$ cat src/hw/rtl/rldt_pkg.sv
// types and codes shared by the ring log durability tracker
// no dependencies; imported by every rtl module of the block
package rldt_pkg;

   localparam logic [31:0] CapacityReset = 32'd65536;

   typedef enum logic [2:0] {
      OP_MOUNT    = 3'd0,
      OP_BATCH    = 3'd1,
      OP_META     = 3'd2,
      OP_TERMINAL = 3'd3,
      OP_QUERY    = 3'd4,
      OP_PLAN     = 3'd5
   } opcode_type;

   typedef enum logic [2:0] {
      ST_OK         = 3'd0,
      ST_INVALID    = 3'd1,
      ST_RANGE      = 3'd2,
      ST_BUSY       = 3'd3,
      ST_WRITE_FAIL = 3'd4,
      ST_META_FAIL  = 3'd5
   } status_type;

   typedef struct packed {
      opcode_type  opcode;
      logic [63:0] cand_read_seq;
      logic [63:0] cand_write_seq;
      logic [63:0] cand_dropped;
      logic [63:0] batch_first_seq;
      logic        sync_asked;
      logic        write_ok;
      logic        metadata_ok;
      logic        quarantined;
      logic [63:0] plan_first_seq;
      logic [31:0] plan_limit;
   } req_type;

   typedef struct packed {
      status_type  status;
      logic [63:0] shown_read_seq;
      logic [63:0] shown_write_seq;
      logic [63:0] shown_dropped;
      logic [63:0] unsafe_count;
      logic [31:0] plan_count;
      logic        terminal_flag;
   } rsp_type;

   // durable state of the ring log cursor
   typedef struct packed {
      logic [63:0] head_seq;
      logic [63:0] tail_seq;
      logic [63:0] dropped;
      logic [63:0] unsafe_start;
      logic        unsafe_mark;
      logic        terminal_mark;
   } cursor_type;

   // word leaving the update stage
   typedef struct packed {
      opcode_type  opcode;
      status_type  status;
      logic [63:0] plan_first_seq;
      logic [31:0] plan_limit;
   } upd_type;

   // word leaving the advertise stage
   typedef struct packed {
      opcode_type  opcode;
      status_type  status;
      logic [63:0] head_seq;
      logic [63:0] tail_seq;
      logic [63:0] dropped;
      logic [63:0] hidden;
      logic        terminal_mark;
      logic [63:0] plan_first_seq;
      logic [31:0] plan_limit;
   } shown_type;

endpackage

$ cat src/hw/rtl/ring_log_durability_tracker.sv
// channel | dir | handshake           | word
// req     | in  | req_valid/req_ready | req_data (req_type), one command
// rsp     | out | rsp_valid/rsp_ready | rsp_data (rsp_type), one per command
// csr     | in  | csr_valid/csr_ready | csr_data, ring capacity in packets
//
// one command per cycle sustained while rsp_ready holds; a response passes through
// input register, cursor update, advertised cursor, read plan / response.
// each stage holds its word and only moves when the next one is free.
// synchronous reset clears the cursor, the marks and capacity to 65536.
// depends on rldt_pkg and the three rldt stage modules
module ring_log_durability_tracker
   import rldt_pkg::*;
(
   input  logic        clock,
   input  logic        reset,
   input  logic        req_valid,
   output logic        req_ready,
   input  req_type     req_data,
   output logic        rsp_valid,
   input  logic        rsp_ready,
   output rsp_type     rsp_data,
   input  logic        csr_valid,
   output logic        csr_ready,
   input  logic [31:0] csr_data
);

   logic       cmd_valid_ff;
   req_type    cmd_ff;
   logic       upd_valid_ff;
   logic       shown_valid_ff;
   logic       rsp_valid_ff;
   logic       upd_load;
   logic       shown_load;
   logic       rsp_load;
   cursor_type cursor;
   upd_type    upd;
   shown_type  shown;

   // each stage loads when the stage below it is empty or emptying
   assign rsp_load   = shown_valid_ff && (!rsp_valid_ff || rsp_ready);
   assign shown_load = upd_valid_ff && (!shown_valid_ff || rsp_load);
   assign upd_load   = cmd_valid_ff && (!upd_valid_ff || shown_load);
   assign req_ready  = !cmd_valid_ff || upd_load;
   assign rsp_valid  = rsp_valid_ff;

   always_ff @(posedge clock) begin
      if (reset) begin
         cmd_valid_ff   <= 1'b0;
         upd_valid_ff   <= 1'b0;
         shown_valid_ff <= 1'b0;
         rsp_valid_ff   <= 1'b0;
      end else begin
         if (req_ready) begin
            cmd_valid_ff <= req_valid;
         end
         if (!upd_valid_ff || shown_load) begin
            upd_valid_ff <= upd_load;
         end
         if (!shown_valid_ff || rsp_load) begin
            shown_valid_ff <= shown_load;
         end
         if (!rsp_valid_ff || rsp_ready) begin
            rsp_valid_ff <= rsp_load;
         end
      end
   end

   always_ff @(posedge clock) begin
      if (req_valid && req_ready) begin
         cmd_ff <= req_data;
      end
   end

   rldt_cursor_update u_update (
      .clock     (clock),
      .reset     (reset),
      .csr_valid (csr_valid),
      .csr_ready (csr_ready),
      .csr_data  (csr_data),
      .load      (upd_load),
      .cmd       (cmd_ff),
      .cursor_ff (cursor),
      .upd_ff    (upd)
   );

   // reads the cursor left by the word it carries, the newest one applied
   rldt_shown_cursor u_shown (
      .clock    (clock),
      .load     (shown_load),
      .cursor   (cursor),
      .upd      (upd),
      .shown_ff (shown)
   );

   rldt_read_plan u_plan (
      .clock  (clock),
      .load   (rsp_load),
      .shown  (shown),
      .rsp_ff (rsp_data)
   );

`ifndef SYNTHESIS
   a_cmd_holds: assert property (@(posedge clock) disable iff (reset)
      cmd_valid_ff && !upd_load |=> cmd_valid_ff && $stable(cmd_ff))
      else $error("input word lost while stalled");
   a_upd_holds: assert property (@(posedge clock) disable iff (reset)
      upd_valid_ff && !shown_load |=> upd_valid_ff && $stable(upd))
      else $error("update word lost while stalled");
   a_shown_holds: assert property (@(posedge clock) disable iff (reset)
      shown_valid_ff && !rsp_load |=> shown_valid_ff && $stable(shown))
      else $error("advertised word lost while stalled");
   a_range_no_plan: assert property (@(posedge clock) disable iff (reset)
      rsp_valid_ff && rsp_data.status == ST_RANGE |-> rsp_data.plan_count == '0)
      else $error("out of range plan with a count");
`endif

endmodule

$ cat src/hw/rtl/rldt_cursor_update.sv
// command decode and durable cursor state with the ring capacity register
// depends on rldt_pkg
module rldt_cursor_update
   import rldt_pkg::*;
(
   input  logic        clock,
   input  logic        reset,
   input  logic        csr_valid,
   output logic        csr_ready,
   input  logic [31:0] csr_data,
   input  logic        load,
   input  req_type     cmd,
   output cursor_type  cursor_ff,
   output upd_type     upd_ff
);

   logic [31:0] capacity_ff;
   cursor_type  cursor_in;
   upd_type     upd_in;
   logic        cand_ok;
   logic        floor_up;
   logic [63:0] cand_span;

   assign csr_ready = 1'b1;
   assign cand_span = cmd.cand_write_seq - cmd.cand_read_seq;
   assign cand_ok   = (cmd.cand_write_seq >= cmd.cand_read_seq) &&
                      (cand_span <= {32'd0, capacity_ff});
   assign floor_up  = cmd.cand_read_seq > cursor_ff.head_seq;

   always_comb begin
      cursor_in             = cursor_ff;
      upd_in.opcode         = cmd.opcode;
      upd_in.status         = ST_OK;
      upd_in.plan_first_seq = cmd.plan_first_seq;
      upd_in.plan_limit     = cmd.plan_limit;
      unique case (cmd.opcode)
         OP_MOUNT: begin
            if (!cand_ok) begin
               upd_in.status = ST_INVALID;
            end else begin
               cursor_in.head_seq      = cmd.cand_read_seq;
               cursor_in.tail_seq      = cmd.cand_write_seq;
               cursor_in.dropped       = cmd.cand_dropped;
               cursor_in.unsafe_start  = '0;
               cursor_in.unsafe_mark   = 1'b0;
               cursor_in.terminal_mark = 1'b0;
            end
         end
         OP_BATCH: begin
            if (!cand_ok || (cmd.batch_first_seq > cmd.cand_write_seq)) begin
               upd_in.status = ST_INVALID;
            end else if (!cmd.write_ok) begin
               // tail from the batch start is no longer trusted
               if (cmd.batch_first_seq < cursor_ff.tail_seq) begin
                  cursor_in.unsafe_start = cmd.batch_first_seq;
                  cursor_in.unsafe_mark  = 1'b1;
               end
               if (floor_up) begin
                  cursor_in.head_seq = cmd.cand_read_seq;
                  cursor_in.dropped  = cmd.cand_dropped;
               end
               upd_in.status = ST_WRITE_FAIL;
            end else begin
               cursor_in.unsafe_mark  = 1'b0;
               cursor_in.unsafe_start = '0;
               if (cmd.metadata_ok) begin
                  cursor_in.head_seq = cmd.cand_read_seq;
                  cursor_in.tail_seq = cmd.cand_write_seq;
                  cursor_in.dropped  = cmd.cand_dropped;
               end else begin
                  if (floor_up) begin
                     cursor_in.head_seq = cmd.cand_read_seq;
                     cursor_in.dropped  = cmd.cand_dropped;
                  end
                  upd_in.status = ST_META_FAIL;
               end
            end
         end
         OP_META: begin
            if (cmd.quarantined) begin
               upd_in.status = ST_BUSY;
            end else if (!cand_ok) begin
               upd_in.status = ST_INVALID;
            end else if (!cmd.metadata_ok) begin
               upd_in.status = ST_META_FAIL;
            end else begin
               cursor_in.head_seq = cmd.cand_read_seq;
               cursor_in.tail_seq = cmd.cand_write_seq;
               cursor_in.dropped  = cmd.cand_dropped;
            end
         end
         OP_TERMINAL: begin
            cursor_in.terminal_mark = 1'b1;
         end
         OP_QUERY, OP_PLAN: begin
            upd_in.status = ST_OK;
         end
         default: begin
            upd_in.status = ST_INVALID;
         end
      endcase
   end

   always_ff @(posedge clock) begin
      if (reset) begin
         capacity_ff <= CapacityReset;
         cursor_ff   <= '0;
      end else begin
         if (csr_valid) begin
            capacity_ff <= csr_data;
         end
         if (load) begin
            cursor_ff <= cursor_in;
         end
      end
   end

   always_ff @(posedge clock) begin
      if (load) begin
         upd_ff <= upd_in;
      end
   end

`ifndef SYNTHESIS
   a_mount_clears: assert property (@(posedge clock) disable iff (reset)
      load && cmd.opcode == OP_MOUNT && cand_ok
      |=> !cursor_ff.unsafe_mark && !cursor_ff.terminal_mark)
      else $error("mount left a mark set");
   a_refused_keeps: assert property (@(posedge clock) disable iff (reset)
      load && upd_in.status == ST_INVALID |=> $stable(cursor_ff))
      else $error("refused command changed the cursor");
   a_idle_keeps: assert property (@(posedge clock) disable iff (reset)
      !load |=> $stable(cursor_ff))
      else $error("cursor changed without a command");
`endif

endmodule

$ cat src/hw/rtl/rldt_shown_cursor.sv
// advertised cursor: write end clamped to the unsafe start, hidden packets
// added to the drop count with saturation; depends on rldt_pkg
module rldt_shown_cursor
   import rldt_pkg::*;
(
   input  logic       clock,
   input  logic       load,
   input  cursor_type cursor,
   input  upd_type    upd,
   output shown_type  shown_ff
);

   shown_type   shown_in;
   logic [63:0] safe;
   logic [63:0] hidden;
   logic [64:0] drop_sum;

   always_comb begin
      safe = cursor.unsafe_start;
      if (cursor.unsafe_start < cursor.head_seq) begin
         safe = cursor.head_seq;
      end else if (cursor.unsafe_start > cursor.tail_seq) begin
         safe = cursor.tail_seq;
      end
      hidden   = cursor.unsafe_mark ? (cursor.tail_seq - safe) : '0;
      drop_sum = {1'b0, cursor.dropped} + {1'b0, hidden};

      shown_in.opcode         = upd.opcode;
      shown_in.status         = upd.status;
      shown_in.head_seq       = cursor.head_seq;
      shown_in.tail_seq       = cursor.unsafe_mark ? safe : cursor.tail_seq;
      shown_in.dropped        = drop_sum[64] ? '1 : drop_sum[63:0];
      shown_in.hidden         = hidden;
      shown_in.terminal_mark  = cursor.terminal_mark;
      shown_in.plan_first_seq = upd.plan_first_seq;
      shown_in.plan_limit     = upd.plan_limit;
   end

   always_ff @(posedge clock) begin
      if (load) begin
         shown_ff <= shown_in;
      end
   end

endmodule

$ cat src/hw/rtl/rldt_read_plan.sv
// read plan bound and final status into the response register
// depends on rldt_pkg
module rldt_read_plan
   import rldt_pkg::*;
(
   input  logic      clock,
   input  logic      load,
   input  shown_type shown,
   output rsp_type   rsp_ff
);

   rsp_type     rsp_in;
   logic [63:0] avail;
   logic        out_of_range;

   assign avail        = shown.tail_seq - shown.plan_first_seq;
   assign out_of_range = (shown.plan_first_seq < shown.head_seq) ||
                         (shown.plan_first_seq > shown.tail_seq);

   always_comb begin
      rsp_in.status          = shown.status;
      rsp_in.shown_read_seq  = shown.head_seq;
      rsp_in.shown_write_seq = shown.tail_seq;
      rsp_in.shown_dropped   = shown.dropped;
      rsp_in.unsafe_count    = shown.hidden;
      rsp_in.plan_count      = '0;
      rsp_in.terminal_flag   = shown.terminal_mark;
      if (shown.opcode == OP_PLAN) begin
         if (out_of_range) begin
            rsp_in.status = ST_RANGE;
         end else if (avail < {32'd0, shown.plan_limit}) begin
            rsp_in.plan_count = avail[31:0];
         end else begin
            rsp_in.plan_count = shown.plan_limit;
         end
      end
   end

   always_ff @(posedge clock) begin
      if (load) begin
         rsp_ff <= rsp_in;
      end
   end

endmodule

$ cat config.mk
export PLATFORM = sky130hd
export DESIGN_NAME = ring_log_durability_tracker
export DESIGN_NICKNAME = d
export VERILOG_FILES = /design/src/hw/rtl/rldt_pkg.sv /design/src/hw/rtl/ring_log_durability_tracker.sv /design/src/hw/rtl/rldt_cursor_update.sv /design/src/hw/rtl/rldt_shown_cursor.sv /design/src/hw/rtl/rldt_read_plan.sv
export SDC_FILE = /design/constraint.sdc
export NUM_CORES = 2
export LEC_CHECK = 0
export ABC_AREA = 1
export BUFFER_PORTS_ARGS = -buffer_cell sky130_fd_sc_hd__buf_2
export CAP_MARGIN = 30
export CORE_MARGIN = 2
export CORE_UTILIZATION = 51
export CTS_BUF_LIST = sky130_fd_sc_hd__clkbuf_16
export CTS_CLUSTER_SIZE = 8
export DETAILED_ROUTE_END_ITERATION = 12
export GPL_TIMING_DRIVEN = 0
export PLACE_DENSITY = 0.83
export SKIP_CTS_REPAIR_TIMING = 1
export SLEW_MARGIN = 5
export SYNTH_ARGS = -nofsm -noshare
export SYNTH_HDL_FRONTEND = slang
export SYNTH_SLANG_ARGS = --single-unit
export TNS_END_PERCENT = 100
$ cat constraint.sdc
create_clock -name clock -period 19.5 [get_ports clock]
set_input_delay 1.95 -clock clock [delete_from_list [all_inputs] [get_ports clock]]
set_output_delay 1.95 -clock clock [all_outputs]
set_load 0.005 [all_outputs]
## Word level (Yosys, flattened, before mapping)

Cells that the tools add are included.

| word-level totals | value |
|---|---|
| register bits after elaboration | 1405 |
| output and inout bits | 295 |
| input bits | 396 |

| cells by class | value |
|---|---|
| equality and inequality tests | 14 |
| magnitude comparators | 10 |
| multiplexer cells | 31 |
| reductions and logical operators | 26 |
| $add $sub $neg | 4 |
| bitwise gates (word level) | 1 |

Operators with widths:

| operator | number |
|---|---|
| 64-bit two-way mux | 11 |
| 192-bit two-way mux | 3 |
| 192-bit case mux with 3 select lines | 1 |
| 258-bit two-way mux | 1 |
| 257-bit two-way mux | 1 |
| 64-bit > comparator | 4 |
| 64-bit less-than comparator | 3 |
| 64-bit subtractor | 3 |
| 65-bit case mux with 2 select lines | 1 |
| 129-bit two-way mux | 1 |
| 64-bit by 64-bit adder with 65-bit output | 1 |
| 65-bit two-way mux | 1 |
| 64-bit greater-or-equal comparator | 1 |
| 64-bit by 32-bit <= comparator with 1-bit output | 1 |
| 64-bit by 32-bit less-than comparator with 1-bit output | 1 |
| 32-bit two-way mux | 1 |
| 3-bit two-way mux | 7 |
| 3-bit case mux with 4 select lines | 1 |
| 2-bit inequality test, second input constant | 5 |
| 3-bit == test, second input constant | 3 |
| 9-bit AND reduction | 1 |
| 7-bit AND reduction | 1 |
| 3-bit by 2-bit == test with 1-bit output, second input constant | 2 |
| 1-bit logical OR | 6 |
| 15 further kinds | 25 |

## Logic depth before layout (Yosys ltp)

| logic depth | value |
|---|---|
| depth in word-level cells | 9 |
| mapped depth | 60 |
| mapped depth without buffers | 57 |

## By module

From an unflattened synthesis, not the netlist that was laid out.

| second synthesis, totals | value |
|---|---|
| cell total of the unflattened synthesis | 10932 |
| area total of the unflattened synthesis | 86833.3 µm² |

By module, submodules not included:

| module | instances | seq. area each (µm²) | area an instance (µm²) | cells an instance |
|---|---|---|---|---|
| rldt_cursor_update | 1 | 8868.5 | 30540.5 | 4857 |
| rldt_shown_cursor | 1 | 10780.3 | 27181.1 | 3543 |
| rldt_read_plan | 1 | 8768.4 | 18146.2 | 2149 |
| ring_log_durability_tracker | 1 | 10860.4 | 10965.5 | 383 |

## Least setup slack after synthesis

No wires, ideal clock.

| timing | value |
|---|---|
| path type | input to register |
| start | in rsp_ready |
| end | reg cmd_ff[0] (netlist bit), enable pin |
| arrival time | 17.275 ns |
| required time | 18.406 ns |
| setup time | 1.094 ns |
| slack | 1.131 ns |
| stages | 8 |
| path buffers | 0 |
| cell sequence | nor2_1 -> inv_1 -> nor2_1 -> inv_1 -> nor2_1 -> inv_1 -> nor2_1 -> nor2_1 |

| on the way | value |
|---|---|
| word-level cells in the longest chain between the ends | 8 |

RTL lines:

| element | RTL line | source |
|---|---|---|
| from (decl) | ring_log_durability_tracker.sv:20 | `input logic rsp_ready,` |
| 1-bit logical OR | ring_log_durability_tracker.sv:40 | `assign rsp_load = shown_valid_ff && (!rsp_valid_ff \|\| rsp_ready);` |
| 1-bit logical AND | ring_log_durability_tracker.sv:40 |  |
| 1-bit logical OR | ring_log_durability_tracker.sv:41 | `assign shown_load = upd_valid_ff && (!shown_valid_ff \|\| rsp_load);` |
| 1-bit logical AND | ring_log_durability_tracker.sv:41 |  |
| 1-bit logical OR | ring_log_durability_tracker.sv:42 | `assign upd_load = cmd_valid_ff && (!upd_valid_ff \|\| shown_load);` |
| 1-bit logical AND | ring_log_durability_tracker.sv:42 |  |
| 1-bit logical OR | ring_log_durability_tracker.sv:43 | `assign req_ready = !cmd_valid_ff \|\| upd_load;` |
| 1-bit logical AND | ring_log_durability_tracker.sv:69 | `if (req_valid && req_ready) begin` |
| to (signal assigned) | ring_log_durability_tracker.sv:70 | `cmd_ff <= req_data;` |
| to (decl) | ring_log_durability_tracker.sv:28 | `req_type cmd_ff;` |

Every way passes these cells.
A chain may end at the register's enable or synchronous reset.

## Final worst setup path

| timing | value |
|---|---|
| start | reg u_update.cursor_ff[257] (netlist bit) |
| end | reg u_shown.shown_ff[205] (netlist bit), data pin |

| on the way | value |
|---|---|
| word-level cells in the longest chain between the ends | 5 |

RTL lines:

| element | RTL line | source |
|---|---|---|
| from (decl) | rldt_cursor_update.sv:13 | `output cursor_type cursor_ff,` |
| from (signal assigned) | rldt_cursor_update.sv:113 | `cursor_ff <= cursor_in;` |
| 64-bit less-than comparator | rldt_shown_cursor.sv:20 | `if (cursor.unsafe_start < cursor.head_seq) begin` |
| 64-bit two-way mux | rldt_shown_cursor.sv:20 |  |
| 64-bit subtractor | rldt_shown_cursor.sv:25 | `hidden = cursor.unsafe_mark ? (cursor.tail_seq - safe) : '0;` |
| 64-bit two-way mux | rldt_shown_cursor.sv:25 |  |
| named net u_shown.hidden[38] | rldt_shown_cursor.sv:15 | `logic [63:0] hidden;` |
| 64-bit by 64-bit adder with 65-bit output | rldt_shown_cursor.sv:26 | `drop_sum = {1'b0, cursor.dropped} + {1'b0, hidden};` |
| to (signal assigned) | rldt_shown_cursor.sv:41 | `shown_ff <= shown_in;` |
| to (decl) | rldt_shown_cursor.sv:10 | `output shown_type shown_ff` |

The timed path passes the listed nets, and every way through them passes these cells.

==> out/metrics.csv <==
metric,value,unit
Sw Share,31.65,%
pwr/cell area,87.78,nW/um2
register bit total from synthesis,1405,
critical path arrival,14.65,ns
Flop pwr share,42.0,%
crit path capture type,flop,
final net count,11576,
most frequent cells in the layout,"2496 x nand2_1, 1258 x inv_1, 1111 x edfxtp_1, 852 x nor2_1, 792 x a21oi_1",
R2R cell count,49,
reg2reg setup slack,5.39,ns
# IOs,691,
maximum fanout along the worst path,10,
WS Path Type,reg -> reg,
H-tree depth,4,
Main synth FF type,edfxtp_1,
Post-synth ARST share,0,%
outcome,"finished, final reports clean",
Yosys cell types,61,
DR iter-0 viols,10226,
reg2reg end,u_shown.shown_ff[205],
CTS buffer count,197,
share of layout cells above drive strength 1,10.28,%
Worst Slack Setup Final,5.395,ns
final wirelength,346400,um
first-pass GRT wire length,484900,um
Post-synth EDFFs,1111,
synth warn,0,
HP Class,reg -> reg,
reg2reg start,u_update.cursor_ff[257],
Mapped Area,81110,um2
core area,158200,um2
Final Cycle Share,72.33,%
Pleak,41.57,nW
min Tclk post-route,14.11,ns
Pins Over Slew Limit,0,
CTS tree,done,
Rel. slew slack,21.85,%
# rows,146,
Fmax,70.90,MHz
Worst path top cell family by delay,simple AND/OR/NAND/NOR gates,
Skew-Pair Late Insertion Delay,0.90,ns
met3 usage,10.25,%
Critical Path Stages,49,
Logic pwr share,19.4,%
slew at the pin closest to its max-slew limit,1.168,ns
drt drc,0,
Int Power,5.646,mW
First-pass DRT Iterations,10,
final hold slack,0.3638,ns
met1 Track Usage GR,55.34,%
Max stage delay on crit path,0.85,ns
final count of hold timing violations,0,
pin count of the biggest net entering global routing,125,
met2 usage,62.22,%
Finished Layout Cells,12728,
Clk pwr share,38.6,%
detailed-route via count,75509,
ANT nets after route,0,
GP Congestion,1.051,
Via density,5.933,
IO Port Bufs,688,
WL/cell,27.21,um
CP max-delay cell,clkbuf_1,
CTS sink cnt,1405,
DIE AREA,162200,um2
end of the critical path,u_shown.shown_ff[205],
detailed placement HPWL,284500,um
CP startpoint kind,flop,
Die X,402.8,um
"most common cell after layout, fill and taps aside",nand2_1,
Starting Density,51.27,%
CP Data Required Time,20.05,ns
clock skew,0.09334,ns
GRT Total Usage,41.61,%
Tot Pwr,8.260,mW
Syn-to-layout area delta,16.02,%
maxcap violations,0,
vias in the first global route,71764,
antenna violations before repair,42,
CTS clock-pin slew for the worst setup and hold paths,0.06,ns
die height,402.8,um
WP buf/inv,8,
pre-CTS setup slack,6.067,ns
Top Usage Layer GRT,met2,
clock buffer depth,3,
unrepaired setup endpoints after global routing,false,
setup violators final,0,
Placed Instances,12353,
worst setup path startpoint,u_update.cursor_ff[257],
setup TNS,0,ns
register area share after synthesis,48.39,%
CTS Root Cell,clkbuf_16,
P_sw,2.614,mW
worst-case vdd ir drop,0.00009902,V
Syn Nets,10618,
Synth Area per Inst,8.509,um2
Synth Instances,9532,
CP dominant cell by count,nand2_1,
gr ovfl total,0,
==> layer usage <==
metal / vias up / part of all wire (%)
met5: - / 0.042
met4: 22 / 6.5
met3: 831 / 12
met2: 4826 / 42
met1: 35521 / 40
li1: 34309 / -
==> through the flow <==
stage | instance area, um2 | utilization [%]
after CTS | 93920 | 59.37
after global placement | 87140 | 55.08
final | 94100 | 59.48
after global routing | 94040 | 59.44
after floorplan | 81110 | -
after detailed placement | 88100 | 55.69
==> power groups by stage <==
stage	registers [mW]	clock network [mW]	logic [mW]
after global placement	3.57	0	1.51
after floorplan	3.48	0	0.997
after detailed placement	3.51	0	1.55
after global routing	3.47	3.31	1.75
final	3.47	3.19	1.60
after CTS	3.46	3.19	1.56
==> flip-flops by register name (all words and copies together) (netlist names) <==
register	count
cmd_ff	358
cmd_valid_ff	1
rsp_valid	1
shown_valid_ff	1
u_plan.rsp_ff	292
u_shown.shown_ff	359
u_update.capacity_ff	32
u_update.cursor_ff	258
u_update.upd_ff	102
upd_valid_ff	1
==> synth_stat cells, types with 3 or more instances <==
| cell type | n | area [um2] |
|---|---|---|
| o31ai_1 | 9 | 67.56 |
| nand2_2 | 5 | 31.28 |
| xnor2_1 | 33 | 289.0 |
| o2111ai_1 | 34 | 297.8 |
| ha_1 | 686 | 8583 |
| nand2_1 | 2496 | 9369 |
| nor4_1 | 25 | 156.4 |
| nor3b_1 | 3 | 22.52 |
| o211ai_1 | 68 | 510.5 |
| and3_1 | 12 | 75.07 |
| or2_2 | 13 | 81.33 |
| a21o_1 | 19 | 142.6 |
| a21boi_0 | 12 | 90.09 |
| inv_2 | 21 | 78.83 |
| buf_1 | 20 | 75.07 |
| nand3_1 | 347 | 1737 |
| xor2_1 | 105 | 919.6 |
| inv_1 | 1147 | 4305 |
| nor2_1 | 854 | 3206 |
| buf_6 | 12 | 135.1 |
| o221ai_1 | 10 | 87.58 |
| o21a_1 | 28 | 210.2 |
| a211oi_1 | 26 | 195.2 |
| nand3b_1 | 22 | 165.2 |
| nand4_1 | 202 | 1264 |
| dfxtp_1 | 294 | 5886 |
| buf_4 | 22 | 165.2 |
| a31oi_1 | 81 | 506.7 |
| a21oi_1 | 792 | 3964 |
| o21ai_1 | 86 | 430.4 |
| nor3_1 | 78 | 390.4 |
| fa_1 | 4 | 80.08 |
| clkbuf_1 | 218 | 818.3 |
| a221oi_1 | 7 | 61.31 |
| o21bai_1 | 24 | 180.2 |
| buf_2 | 20 | 100.1 |
| edfxtp_1 | 1111 | 33360 |
| clkinv_1 | 3 | 11.26 |
| o21ai_0 | 553 | 2768 |
==> kinds of logic (layout without fill, tap and decap cells) <==
kind of cell | after synthesis | count (layout) | share of synthesized area (%)
buffers and inverters | 1463 | 2557 | 7.014
AND/OR/NAND/NOR | 4067 | 4067 | 20.47
other | 1 | 31 | 0.004624
flip-flops | 1405 | 1405 | 48.39
adder cells (fa/ha/maj) | 690 | 690 | 10.68
XOR/XNOR | 138 | 138 | 1.490
AO/OA/AOI/OAI | 1768 | 1768 | 11.95
==> cell type report <==
cell class | instances | area (um2)
inverters | 1171 | 4403
diodes | 30 | 75.07
plain buffers | 292 | 1300
well taps | 2072 | 2592
fillers | 13679 | 64100
multi-input cells | 6664 | 36190
clock buffers | 197 | 4930
flip-flops and latches | 1405 | 39250
clock inverters | 138 | 882.1
repair buffers | 759 | 4474
==> how the worst min path moves through the flow <==
| stage | startpoint | end | slack, ns | cells after the start |
|---|---|---|---|---|
| global route | u_shown.shown_ff[216] | u_plan.rsp_ff[152] | 0.38 | 0 |
| CTS | u_shown.shown_ff[216] | u_plan.rsp_ff[152] | 0.37 | 0 |
| finish | u_shown.shown_ff[216] | u_plan.rsp_ff[152] | 0.36 | 0 |
| floorplan | u_shown.shown_ff[96] | u_plan.rsp_ff[0] | 0.40 | 0 |
| detailed placement | u_shown.shown_ff[168] | u_plan.rsp_ff[104] | 0.40 | 0 |
| global placement | u_shown.shown_ff[137] | u_plan.rsp_ff[73] | 0.40 | 0 |
(Power assumes the default switching activity.)
